### config.mk
export PLATFORM = sky130hd
export DESIGN_NAME = acquisition_command_controller_unit
export DESIGN_NICKNAME = d
export VERILOG_FILES = /design/src/rtl/acqcmd_pkg.sv /design/src/rtl/acqcmd_ctrl.sv /design/src/rtl/acqcmd_outq.sv /design/src/rtl/acquisition_command_controller_unit.sv
export SDC_FILE = /design/constraint.sdc
export NUM_CORES = 1
export LEC_CHECK = 0
export BUFFER_PORTS_ARGS = -buffer_cell sky130_fd_sc_hd__buf_2
export CAP_MARGIN = 10
export CORE_UTILIZATION = 55
export CTS_CLUSTER_SIZE = 10
export DETAILED_ROUTE_END_ITERATION = 6
export PLACE_DENSITY = 0.85
export SLEW_MARGIN = 20
export SYNTH_ARGS = -nofsm -noshare
export SYNTH_HDL_FRONTEND = slang
export SYNTH_SLANG_ARGS = --single-unit
### constraint.sdc
create_clock -name clock -period 5.7 [get_ports clock]
set_clock_uncertainty 0.2 [all_clocks]
set_input_delay 1.71 -clock clock [delete_from_list [all_inputs] [get_ports clock]]
set_output_delay 1.71 -clock clock [all_outputs]
set_load 0.03 [all_outputs]
### src/rtl/acqcmd_pkg.sv
// ----------------------------------------------------------------------------
// acquisition command controller package
// transaction types, mode encoding, command and reply codes
// ----------------------------------------------------------------------------
package acqcmd_pkg;

   localparam int SAMPLE_BITS = 10;
   localparam int TIMER_BITS  = 16;
   localparam int CODE_BITS   = 5;

   localparam logic [TIMER_BITS-1:0] BASE_PERIOD_RESET = 16'd1024;
   localparam logic [TIMER_BITS-1:0] ELAPSED_MAX       = 16'hFFFF;

   // command codes
   localparam logic [CODE_BITS-1:0] CMD_HELLO      = 5'd0;
   localparam logic [CODE_BITS-1:0] CMD_CFG_START  = 5'd1;
   localparam logic [CODE_BITS-1:0] CMD_ACQUIRE    = 5'd2;
   localparam logic [CODE_BITS-1:0] CMD_STOP       = 5'd3;
   localparam logic [CODE_BITS-1:0] CMD_CHAN_FIRST = 5'd4;
   localparam logic [CODE_BITS-1:0] CMD_CHAN_LAST  = 5'd9;
   localparam logic [CODE_BITS-1:0] CMD_RATE_FIRST = 5'd10;
   localparam logic [CODE_BITS-1:0] CMD_CFG_END    = 5'd17;

   // reply codes
   localparam logic [1:0] REPLY_OK   = 2'd0;
   localparam logic [1:0] REPLY_NOK  = 2'd1;
   localparam logic [1:0] REPLY_BUSY = 2'd2;

   // result kinds
   localparam logic KIND_REPLY = 1'b0;
   localparam logic KIND_DATA  = 1'b1;

   typedef enum logic [2:0] {
      MODE_STANDBY   = 3'd0,
      MODE_CONNECTED = 3'd1,
      MODE_CONFIG    = 3'd2,
      MODE_READY     = 3'd3,
      MODE_ACQUIRE   = 3'd4
   } mode_type;

   typedef struct packed {
      logic                   cmd_valid;
      logic [CODE_BITS-1:0]   cmd_code;
      logic                   tick;
      logic [SAMPLE_BITS-1:0] sample_a;
      logic [SAMPLE_BITS-1:0] sample_b;
      logic [SAMPLE_BITS-1:0] sample_c;
   } req_type;

   typedef struct packed {
      logic                   kind;
      logic [1:0]             reply;
      logic [SAMPLE_BITS-1:0] data_a;
      logic [SAMPLE_BITS-1:0] data_b;
      logic [SAMPLE_BITS-1:0] data_c;
      logic                   last;
   } rsp_type;

   // results produced by one poll, first one goes out first
   typedef struct packed {
      logic [1:0] count;
      rsp_type    first;
      rsp_type    second;
   } push_type;

endpackage

### src/rtl/acqcmd_ctrl.sv
// ----------------------------------------------------------------------------
// acquisition command controller mode logic
// holds mode, channel and rate settings, period timer and held samples;
// turns one accepted poll into up to two results
// ----------------------------------------------------------------------------
module acqcmd_ctrl #(
   parameter int RATE_COUNT = 7
) (
   input  logic                                clock,
   input  logic                                reset,
   input  logic                                accept,
   input  acqcmd_pkg::req_type                 req,
   input  logic [acqcmd_pkg::TIMER_BITS-1:0]   base_period,
   output acqcmd_pkg::push_type                push
);
   import acqcmd_pkg::*;

   localparam logic [CODE_BITS:0] RATE_END = (CODE_BITS+1)'(32'(CMD_RATE_FIRST) + RATE_COUNT);

   mode_type               mode_ff, mode_in;
   logic [2:0]             chan_ff, chan_in;
   logic [2:0]             rate_ff, rate_in;
   logic                   running_ff, running_in;
   logic [TIMER_BITS-1:0]  elapsed_ff, elapsed_in;
   logic [SAMPLE_BITS-1:0] held_a_ff, held_a_in;
   logic [SAMPLE_BITS-1:0] held_b_ff, held_b_in;
   logic [SAMPLE_BITS-1:0] held_c_ff, held_c_in;

   logic [2:0]             shift;
   logic [TIMER_BITS-1:0]  period_raw;
   logic [TIMER_BITS-1:0]  period;
   logic [TIMER_BITS-1:0]  elapsed_next;
   logic [CODE_BITS-1:0]   chan_offs;
   logic [CODE_BITS-1:0]   rate_offs;
   logic                   is_chan;
   logic                   is_rate;
   logic                   fire;
   logic                   has_reply;
   logic [1:0]             reply_code;
   rsp_type                packet;
   rsp_type                answer;

   // packet period for the chosen rate, never below one
   always_comb begin
      shift      = (rate_ff == 3'd0) ? 3'd0 : rate_ff - 3'd1;
      period_raw = base_period >> shift;
      period     = (period_raw == '0) ? TIMER_BITS'(1) : period_raw;
   end

   // command decode helpers
   always_comb begin
      chan_offs = req.cmd_code - CMD_CHAN_FIRST;
      rate_offs = req.cmd_code - CMD_RATE_FIRST;
      is_chan   = (req.cmd_code >= CMD_CHAN_FIRST) && (req.cmd_code <= CMD_CHAN_LAST);
      is_rate   = (req.cmd_code >= CMD_RATE_FIRST) && ({1'b0, req.cmd_code} < RATE_END);
      elapsed_next = (req.tick && (elapsed_ff != ELAPSED_MAX)) ? elapsed_ff + 1'b1
                                                               : elapsed_ff;
   end

   // next state and results for one poll
   always_comb begin
      mode_in    = mode_ff;
      chan_in    = chan_ff;
      rate_in    = rate_ff;
      running_in = running_ff;
      elapsed_in = elapsed_ff;
      held_a_in  = held_a_ff;
      held_b_in  = held_b_ff;
      held_c_in  = held_c_ff;
      fire       = 1'b0;
      has_reply  = req.cmd_valid;
      reply_code = REPLY_NOK;
      case (mode_ff)
         MODE_STANDBY: begin
            if (req.cmd_valid && req.cmd_code == CMD_HELLO) begin
               mode_in    = MODE_CONNECTED;
               reply_code = REPLY_OK;
            end
         end
         MODE_CONNECTED: begin
            // ready check comes before the command
            if (rate_ff != 3'd0 && chan_ff != 3'd0) begin
               mode_in = MODE_READY;
            end
            if (req.cmd_valid && req.cmd_code == CMD_CFG_START) begin
               mode_in    = MODE_CONFIG;
               reply_code = REPLY_OK;
            end
         end
         MODE_CONFIG: begin
            if (req.cmd_valid) begin
               if (is_chan) begin
                  chan_in[chan_offs[2:1]] = req.cmd_code[0];
                  reply_code = REPLY_OK;
               end else if (is_rate) begin
                  rate_in    = rate_offs[2:0] + 3'd1;
                  running_in = 1'b0;
                  elapsed_in = '0;
                  reply_code = REPLY_OK;
               end else if (req.cmd_code == CMD_CFG_END) begin
                  mode_in    = MODE_CONNECTED;
                  reply_code = REPLY_OK;
               end
            end
         end
         MODE_READY: begin
            if (req.cmd_valid && req.cmd_code == CMD_CFG_START) begin
               mode_in    = MODE_CONFIG;
               reply_code = REPLY_OK;
            end else if (req.cmd_valid && req.cmd_code == CMD_ACQUIRE) begin
               mode_in    = MODE_ACQUIRE;
               reply_code = REPLY_OK;
            end
         end
         MODE_ACQUIRE: begin
            // period timer: a stopped timer restarts and skips this tick
            if (!running_ff) begin
               running_in = 1'b1;
               elapsed_in = '0;
            end else begin
               elapsed_in = elapsed_next;
               if (elapsed_next >= period) begin
                  fire       = 1'b1;
                  running_in = 1'b0;
               end
            end
            if (fire) begin
               if (chan_ff[0]) held_a_in = req.sample_a;
               if (chan_ff[1]) held_b_in = req.sample_b;
               if (chan_ff[2]) held_c_in = req.sample_c;
            end
            reply_code = REPLY_BUSY;
            if (req.cmd_valid && req.cmd_code == CMD_STOP) begin
               mode_in   = MODE_READY;
               has_reply = 1'b0;
            end
         end
         default: begin
            has_reply = 1'b0;
         end
      endcase
   end

   // result assembly: packet first, then reply
   always_comb begin
      packet.kind   = KIND_DATA;
      packet.reply  = REPLY_OK;
      packet.data_a = held_a_in;
      packet.data_b = held_b_in;
      packet.data_c = held_c_in;
      packet.last   = !has_reply;

      answer.kind   = KIND_REPLY;
      answer.reply  = reply_code;
      answer.data_a = '0;
      answer.data_b = '0;
      answer.data_c = '0;
      answer.last   = 1'b1;

      push.count  = 2'(fire) + 2'(has_reply);
      push.first  = fire ? packet : answer;
      push.second = answer;
   end

   // state registers, updated per accepted transaction
   always_ff @(posedge clock) begin
      if (reset) begin
         mode_ff    <= MODE_STANDBY;
         chan_ff    <= '0;
         rate_ff    <= '0;
         running_ff <= 1'b0;
         elapsed_ff <= '0;
         held_a_ff  <= '0;
         held_b_ff  <= '0;
         held_c_ff  <= '0;
      end else if (accept) begin
         mode_ff    <= mode_in;
         chan_ff    <= chan_in;
         rate_ff    <= rate_in;
         running_ff <= running_in;
         elapsed_ff <= elapsed_in;
         held_a_ff  <= held_a_in;
         held_b_ff  <= held_b_in;
         held_c_ff  <= held_c_in;
      end
   end

endmodule

### src/rtl/acqcmd_outq.sv
// ----------------------------------------------------------------------------
// acquisition command controller result queue
// four-entry shifting queue; takes up to two results per cycle while room is
// high; the head drives the result channel
// ----------------------------------------------------------------------------
module acqcmd_outq (
   input  logic                 clock,
   input  logic                 reset,
   input  logic                 push_en,
   input  acqcmd_pkg::push_type push,
   output logic                 room,
   output logic                 rsp_valid,
   input  logic                 rsp_stall,
   output acqcmd_pkg::rsp_type  rsp_payload
);
   import acqcmd_pkg::*;

   localparam int DEPTH = 4;

   rsp_type    entry_ff [DEPTH];
   rsp_type    entry_in [DEPTH];
   logic [2:0] count_ff, count_in;
   logic       pop;
   logic [2:0] base;
   logic [1:0] added;

   // room for a full pair regardless of the output side
   assign room        = (count_ff <= 3'd2);
   assign rsp_valid   = (count_ff != 3'd0);
   assign rsp_payload = entry_ff[0];
   assign pop         = rsp_valid && !rsp_stall;

   // shift on pop, then append new results behind the survivors
   always_comb begin
      base  = count_ff - 3'(pop);
      added = push_en ? push.count : 2'd0;
      for (int i = 0; i < DEPTH; i++) begin
         if (pop && i < DEPTH - 1) begin
            entry_in[i] = entry_ff[i+1];
         end else begin
            entry_in[i] = entry_ff[i];
         end
         if (added != 2'd0 && 3'(i) == base) begin
            entry_in[i] = push.first;
         end
         if (added == 2'd2 && 3'(i) == base + 3'd1) begin
            entry_in[i] = push.second;
         end
      end
      count_in = base + 3'(added);
   end

   // occupancy
   always_ff @(posedge clock) begin
      if (reset) begin
         count_ff <= '0;
      end else begin
         count_ff <= count_in;
      end
   end

   // payload storage
   always_ff @(posedge clock) begin
      entry_ff <= entry_in;
   end

endmodule

### src/rtl/acquisition_command_controller_unit.sv
// ----------------------------------------------------------------------------
// acquisition command controller
// five-mode command controller with tick-driven packet timer
// ----------------------------------------------------------------------------
// Usage:
//   req_*  : one poll per transaction (optional command, tick, three samples)
//   rsp_*  : results, one per transaction; a poll gives zero, one or two
//            results (data packet, then reply); last marks the final one
//   csr_*  : base_period write, only while the block is idle
// Results: an accepted poll's results are written into the result queue
//   registers; with the queue ahead of it empty the first drives rsp from
//   there, and a second result follows once the first is taken.
// Throughput: one poll per cycle; the four-entry result queue sets the pace,
//   and a poll is taken whenever it holds at most two results.
// Reset: synchronous; clears mode to standby, settings, timer, held samples
//   and the queue; base_period returns to 1024.
// Stall: while rsp_stall is high the head result holds; the queue fills and
//   req_stall rises once fewer than two entries are free.
// ----------------------------------------------------------------------------
module acquisition_command_controller_unit #(
   parameter int RATE_COUNT = 7
) (
   input  logic                                clock,
   input  logic                                reset,
   input  logic                                req_valid,
   output logic                                req_stall,
   input  acqcmd_pkg::req_type                 req_payload,
   output logic                                rsp_valid,
   input  logic                                rsp_stall,
   output acqcmd_pkg::rsp_type                 rsp_payload,
   input  logic                                csr_write_enable,
   input  logic [acqcmd_pkg::TIMER_BITS-1:0]   csr_write_data
);
   import acqcmd_pkg::*;

   logic [TIMER_BITS-1:0] base_period_ff;
   logic                  room;
   logic                  accept;
   push_type              push;

   assign req_stall = !room;
   assign accept    = req_valid && room;

   // base period register
   always_ff @(posedge clock) begin
      if (reset) begin
         base_period_ff <= BASE_PERIOD_RESET;
      end else if (csr_write_enable) begin
         base_period_ff <= csr_write_data;
      end
   end

   // mode logic
   acqcmd_ctrl #(
      .RATE_COUNT (RATE_COUNT)
   ) u_ctrl (
      .clock       (clock),
      .reset       (reset),
      .accept      (accept),
      .req         (req_payload),
      .base_period (base_period_ff),
      .push        (push)
   );

   // result queue
   acqcmd_outq u_outq (
      .clock       (clock),
      .reset       (reset),
      .push_en     (accept),
      .push        (push),
      .room        (room),
      .rsp_valid   (rsp_valid),
      .rsp_stall   (rsp_stall),
      .rsp_payload (rsp_payload)
   );

endmodule

Word level (Yosys, flattened, before mapping):

Cells that the tools add are included.

* bits in registers: 211
* input port bits: 58
* word-level logic and storage cells: 189

* $add $sub $neg: 9
* $lt $le $gt $ge: 8
* eq/ne operators: 25
* shift operators: 1
* multiplexer cells: 65
* bitwise logic cells: 1
* reductions and logical operators: 46

Operator list (number)
* $mux 34: 7
* $mux 33: 5
* $mux 16: 6
* $mux 10: 9
* $mux 3: 11
* $pmux 16 s2: 1
* $logic_and 1x1->1: 19
* $reduce_bool 3->1: 6
* $add 16x1->16 const B: 1
* $ge 16x16->1: 1
* $logic_not 16->1: 1
* $ne 16x16->1 const B: 1
* $shr 16x3->16: 1
* $mux 1: 15
* $pmux 3 s5: 1
* $eq 2x3->1 const A: 4
* $logic_not 3->1: 4
* $reduce_bool 2->1: 6
* $eq 5x2->1 const B: 2
* $mux 2: 5
* $pmux 2 s5: 1
* $reduce_and 10->1: 1
* $reduce_and 5->1: 2
* $ne 2x1->1 const B: 4
* other kinds (32): 41

Longest topological paths before layout:

* word-level depth: 16
* mapped depth: 26
* depth with buffers taken out: 20

Modules after synthesis:

A second synthesis with hierarchy kept.

* cell total of the unflattened synthesis: 1511
* area total of the unflattened synthesis: 14188.6 µm²

By module, submodules not included
* acqcmd_outq: times used 1, cells an instance 811, area an instance 8411.8 µm², seq. area each 4144.0 µm²
* acqcmd_ctrl: times used 1, cells an instance 646, area an instance 5185.0 µm², seq. area each 1121.1 µm²
* acquisition_command_controller_unit: times used 1, cells an instance 54, area an instance 591.8 µm², seq. area each 320.3 µm²

Least setup slack after synthesis:

Ideal clock, no wire load.

* path kind: input to register
* from: input req_payload[30] (netlist bit)
* to: register u_outq.entry_ff[31] (netlist bit) (enable)
* arrival time: 5.472 ns
* required time: 5.204 ns
* path slack: -0.268 ns
* cell stages on the path: 20
* buffers on the path: 3
* cells stage by stage: nand3_1 a311oi_1 nand2_1 nor2_1 xor2_1 ha_1 a21o_1 a21o_1 a221o_1 a211o_1 buf_6 nand2_1 inv_1 ha_1 nand4b_1 or2_2 and2_1 clkbuf_1 clkbuf_1 inv_1

* longest elaborated chain between the ends: 12
* elaborated cells between the ends (all ways): 14
* classes of those cells: add/sub: 1; order compare: 1; eq/ne: 1; mux: 6; reduce/logical: 5

Ends and longest elaborated chain
* from (decl): RTL line acquisition_command_controller_unit.sv:27 `input acqcmd_pkg::req_type req_payload,`
* $logic_and 1x1->1 (*): RTL line acqcmd_ctrl.sv:56 `elapsed_next = (req.tick && (elapsed_ff != ELAPSED_MAX)) ? elapsed_ff + 1'b1`
* $mux 16 (*): RTL line acqcmd_ctrl.sv:56
* $ge 16x16->1 (*): RTL line acqcmd_ctrl.sv:122 `if (elapsed_next >= period) begin`
* $mux 1 (*): RTL line acqcmd_ctrl.sv:122
* $mux 1 (*): RTL line acqcmd_ctrl.sv:117 `if (!running_ff) begin`
* $mux 1 (*) (2 in a row): RTL line acqcmd_ctrl.sv:73 `case (mode_ff)`
* $add 1x1->2 (*): RTL line acqcmd_ctrl.sv:160 `push.count = 2'(fire) + 2'(has_reply);`
* $mux 2 (*): RTL line acqcmd_outq.sv:36 `added = push_en ? push.count : 2'd0;`
* $eq 2x2->1 or $reduce_bool 2->1 (tied branches): RTL line acqcmd_outq.sv:46, acqcmd_outq.sv:43
* $logic_and 1x1->1, on equally long branches: RTL line acqcmd_outq.sv:46, acqcmd_outq.sv:43
* $reduce_bool 2->1 (no line) (*)
* to (signal assigned): RTL line acqcmd_outq.sv:64 `entry_ff <= entry_in;`
* to (decl): RTL line acqcmd_outq.sv:20 `rsp_type entry_ff [DEPTH];`

Every way passes the cells marked *; elsewhere a longest branch is shown, timed or not. The select of a mux whose other input is x is not followed.
A chain may end at the register's enable or synchronous reset.

Worst setup path after layout:

* from: input req_payload[30] (netlist bit)
* to: register u_outq.entry_ff[19] (netlist bit)

* longest elaborated chain between the ends: 11
* elaborated cells between the ends (all ways): 16
* classes of those cells: add/sub: 1; order compare: 1; eq/ne: 1; mux: 9; reduce/logical: 4

Ends and longest elaborated chain (RTL line)
* $logic_and 1x1->1 (*): acqcmd_ctrl.sv:56
* $mux 16 (*): acqcmd_ctrl.sv:56
* $ge 16x16->1 (*): acqcmd_ctrl.sv:122
* $mux 1 (*): acqcmd_ctrl.sv:122
* $mux 1 (*): acqcmd_ctrl.sv:117
* $mux 1 (*): acqcmd_ctrl.sv:73
* $mux 1: acqcmd_ctrl.sv:73
* $add 1x1->2: acqcmd_ctrl.sv:160
* $mux 2: acqcmd_outq.sv:36
* $eq 2x2->1 or $reduce_bool 2->1 (tied branches): acqcmd_outq.sv:46, acqcmd_outq.sv:43
* $logic_and 1x1->1, on equally long branches: acqcmd_outq.sv:46, acqcmd_outq.sv:43

Marks and branches as above.

==> impl_summary.log <==
[metrics] clock group share of total power: 0.363
[metrics] Worst path max stage delay: 0.35 ns
[metrics] switching power: 1180 uW
[metrics] GR Overflow Total: 0
[metrics] number of instances resized during post-cts repair: 0
[metrics] Clock Path Buffers: 3
[metrics] # fillers: 1,586
[metrics] Final GP Congestion: 0.929
[metrics] floorplan die height: 144 um
[metrics] cell with the most instances after synthesis: sky130_fd_sc_hd__dfxtp_1
[metrics] final cycle utilization of the critical path: 0.959
[metrics] RSZ-0062 raised after global routing: no
[metrics] number of design-rule violations left by the first detailed-router iteration: 737
[metrics] post-synthesis register bit count: 211
[metrics] die area: 20,900 um2
[metrics] synthesized netlist cell count: 1,227
[metrics] Leak Pwr: 0.00474 uW
[metrics] number of hold violations in the final report: 0
[metrics] maximum number of pins on one net before global-route repair: 54
[metrics] transition time at the pin with the least slew margin: 1.11 ns
[metrics] Req. time, crit path: 5.89 ns
[metrics] via count of the routed design: 9,515
[metrics] CTS buffer count: 25
[metrics] 1st-pass router iterations: 5
[metrics] minimum setup slack among reg-to-reg paths: 0.40 ns
[metrics] sequential group share of total power: 0.404
[metrics] clock-pin transition on the worst setup and hold timing paths: 0.05 ns
[metrics] number of global-route vias before repair: 9,253
[metrics] fraction of synthesis flops using an asynchronous set or reset pin: 0
[metrics] share of synthesized area occupied by flip-flops and latches: 0.386
[metrics] number of antenna violations at the first check in global routing: 2
[metrics] endpoint of the most critical register-to-register path: u_outq.entry_ff[19]
[metrics] power density over the cells: 318 nW/um2
[metrics] combined global-route utilization of all metal layers: 0.270
[metrics] horizontal die dimension: 144 um
[metrics] post-placement cell count: 1,500
[metrics] Switching Fraction: 0.298
[metrics] relative slew slack: 0.261
[metrics] hold_sp: u_outq.entry_ff[9]
[metrics] ports placed on the boundary: 94
[metrics] number of nets in the synthesized netlist: 1,312
[metrics] number of nets at the end of the flow: 1,347
[metrics] Main synth FF type: sky130_fd_sc_hd__dfxtp_1
[metrics] Root Buffer Master: sky130_fd_sc_hd__clkbuf_16
[metrics] hold-critical path depth: 2
[metrics] combinational fraction of design power: 0.233
[metrics] clock period minus worst slack: 5.47 ns
[metrics] area share of the largest cell type after synthesis: 0.364
[metrics] cell-internal power: 2780 uW
[metrics] VDD IR max: 0.223 mV
[metrics] logic depth of the worst register-to-register path: 22
[metrics] routed vias/inst: 6.20
[metrics] core area: 19,700 um2
[metrics] largest cells by area after synthesis: sky130_fd_sc_hd__dfxtp_1 (36%), sky130_fd_sc_hd__mux2i_1 (15%), sky130_fd_sc_hd__o22ai_1 (5.4%), sky130_fd_sc_hd__nand2b_1 (4.4%), sky130_fd_sc_hd__ha_1 (2.9%)
[metrics] total half-perimeter wirelength after legalization and detailed placement: 18,400 um
[metrics] pre-CTS worst setup slack: -0.197 ns
[metrics] first-pass GRT wire length: 45,100 um
[metrics] clock tree from TritonCTS: yes
[metrics] DRC violation count after routing: 0
[metrics] Layout Cells excl Fill: 1,534
[metrics] Routed WL per cell: 18.5 um
[metrics] library cell occupying the most area in the post-synthesis netlist: sky130_fd_sc_hd__dfxtp_1
[metrics] synthesized area per cell: 9.10 um2
[metrics] synthesis-to-layout area growth: 11.6%
[metrics] Initial Util: 0.568
[metrics] number of setup buffers added after CTS: 0
[metrics] quantity of I/O buffers inserted on ports: 93
[metrics] crit path launch type: input pin
[metrics] sum of routed wire length over all layers: 28,400 um
[metrics] remaining antenna violation count after routing: 0
[metrics] Synth Warn #: 0
[metrics] CTS sink cnt: 211
[metrics] Hold Path End: u_outq.entry_ff[9]
[metrics] largest fanout on the critical path: 23
[metrics] number of max-slew violations in the final report: 0
[metrics] outcome: finished, final reports clean
[metrics] number of max-cap violations: 0
[metrics] Worst setup EP type: flop
[metrics] Post-synth EDFFs: 8
[metrics] highest-delay cell along the critical path: sky130_fd_sc_hd__a221o_1
[metrics] launching point of the worst reg2reg path: u_ctrl.rate_ff[1]
[metrics] Arrival @ worst endpoint: 5.65 ns
[metrics] number of library cell types mapped by synthesis: 79
[metrics] type of the tightest min-delay check: flop to flop
[metrics] WP buf/inv: 4
[metrics] leading post-synthesis cells by instance count: sky130_fd_sc_hd__dfxtp_1 (203), sky130_fd_sc_hd__mux2i_1 (169), sky130_fd_sc_hd__o22ai_1 (97)
[metrics] Cell Area, Synth: 11,200 um2
[metrics] classification of the worst setup path: input pin to flop
[metrics] worst setup margin: 0.233 ns
[metrics] Largest delay share family, worst path: compound AO/OA/AOI/OAI gates
[metrics] cells traversed along the worst timing path: buf_2, nand3_1, a311oi_2, nand2_1, nor2_1, xor2_1, ha_1, a21o_1, a21o_1, a221o_1, a211o_1, nand2_2, inv_1, ha_4, buf_4, nand4b_1, or2_4, and2_1, buf_12, nand2_1, o21ai_0
[metrics] htree depth: 1
[metrics] Post-CTS Hold Fix Bufs: 0
[metrics] final-report setup violation count: 0
[metrics] clock latency on the worst-skew pair: 0.53 ns
[metrics] Peak Freq: 183 MHz
[metrics] number of standard-cell rows in the floorplan: 51
[metrics] fraction of layout instances using a drive strength above 1: 0.157
[layer usage]
metal  wire length [um]  vias to the layer above  GRT usage
met5                 20                        -          0
met4               1020                        4      0.124
met3               1750                       88     0.0474
met2              13700                      371      0.467
met1              11900                     4559      0.325
li1                   -                     4493          -
[cells in the final DEF, fill, tap and decap left out, drive strengths merged, types with 4 or more instances in the layout]
cell type,netlist,final
nand3,10,10
clkbuf,56,31
nand4,17,17
o22ai,97,97
buf,75,139
xnor2,11,11
nor3b,5,5
a2bb2oi,5,5
o211ai,5,5
nand2b,79,79
mux2,8,8
edfxtp,8,8
o21a,4,4
or2,5,5
dfxtp,203,203
nor2,64,64
a31oi,5,5
a211oi,12,12
ha,26,26
a22o,4,4
inv,24,25
a21o,11,11
o31ai,14,14
nor3,11,11
o21ai,64,64
nor4b,4,4
and3,15,15
o211a,4,4
a21oi,44,44
mux2i,169,169
xor2,8,8
nand2,79,79
and2,7,7
nor2b,19,19
[power groups by stage]
stage	logic, uW	clock network (uW)	registers (uW)
2_1_floorplan	737	0	1610
3_3_place_gp	887	0	1630
3_5_place_dp	907	0	1630
4_1_cts	911	1460	1600
5_1_grt	987	1520	1600
6_report	922	1440	1600
[stage by stage]
stage	utilization	total power [uW]	TNS (ns)	hold slack, ns	cell area, um2
final	0.634	3960	0	0.256	12500
after global routing	0.634	4110	0	0.279	12500
after CTS	0.634	3970	0	0.256	12500
after detailed placement	0.598	2540	-16.65	0.243	11700
after global placement	0.598	2510	-8.39	0.235	11700
after floorplan	-	2350	0	0.223	11300
[registers in the layout (all words and copies together), names as in the netlist]
register and flops:
u_outq.count_ff 3, base_period_ff 16, u_outq.entry_ff 102, u_ctrl.running_ff 1
u_ctrl.chan_ff 3, u_ctrl.mode_ff 3, u_outq.rsp_payload 34, u_ctrl.held_a_ff 10
u_ctrl.held_c_ff 10, u_ctrl.rate_ff 3, u_ctrl.elapsed_ff 16, u_ctrl.held_b_ff 10
[how the worst max path moves through the flow]
stage / slack (ns) / endpoint / cells after the start / startpoint
4_1_cts: 0.29 / u_outq.entry_ff[19] / 21 / req_payload[30]
2_1_floorplan: 0.009 / u_outq.entry_ff[31] / 20 / req_payload[30]
3_5_place_dp: -0.20 / u_outq.rsp_payload[31] / 18 / req_payload[30]
3_3_place_gp: -0.11 / u_outq.entry_ff[100] / 19 / req_payload[30]
5_1_grt: 0.01 / u_outq.entry_ff[19] / 22 / req_payload[30]
6_report: 0.23 / u_outq.entry_ff[19] / 21 / req_payload[30]
[cell families (layout without fill, tap and decap cells)]
logic type	Yosys count	after routing	synth area share
AOI/OAI and AO/OA	303	303	0.176
and+or+nand+nor	333	333	0.161
buffers and inverters	156	197	0.0707
muxes	178	178	0.162
DFF	211	211	0.386
adders and majority gates	27	27	0.0309
xor gates and xnor gates	19	19	0.0149
other	0	1	0
[worst min-delay path, cell delays in order, from the launching register on]
cell                      delay (ns)
sky130_fd_sc_hd__dfxtp_1        0.32
sky130_fd_sc_hd__nand2_1        0.04
sky130_fd_sc_hd__o21ai_0        0.05
[final cells by class]
type | count | area (um2) | share of cell area
clock buffers | 31 | 658 | 0.0528
flip-flops and latches | 211 | 4300 | 0.346
repair buffers | 139 | 898 | 0.0721
well taps | 265 | 332 | 0.0266
inverters | 25 | 93.8 | 0.00753
multi-input cells | 860 | 6120 | 0.491
diodes | 1 | 2.50 | 0.000201
clock inverters | 2 | 50.0 | 0.00402
Power figures use the tool's default switching activity.
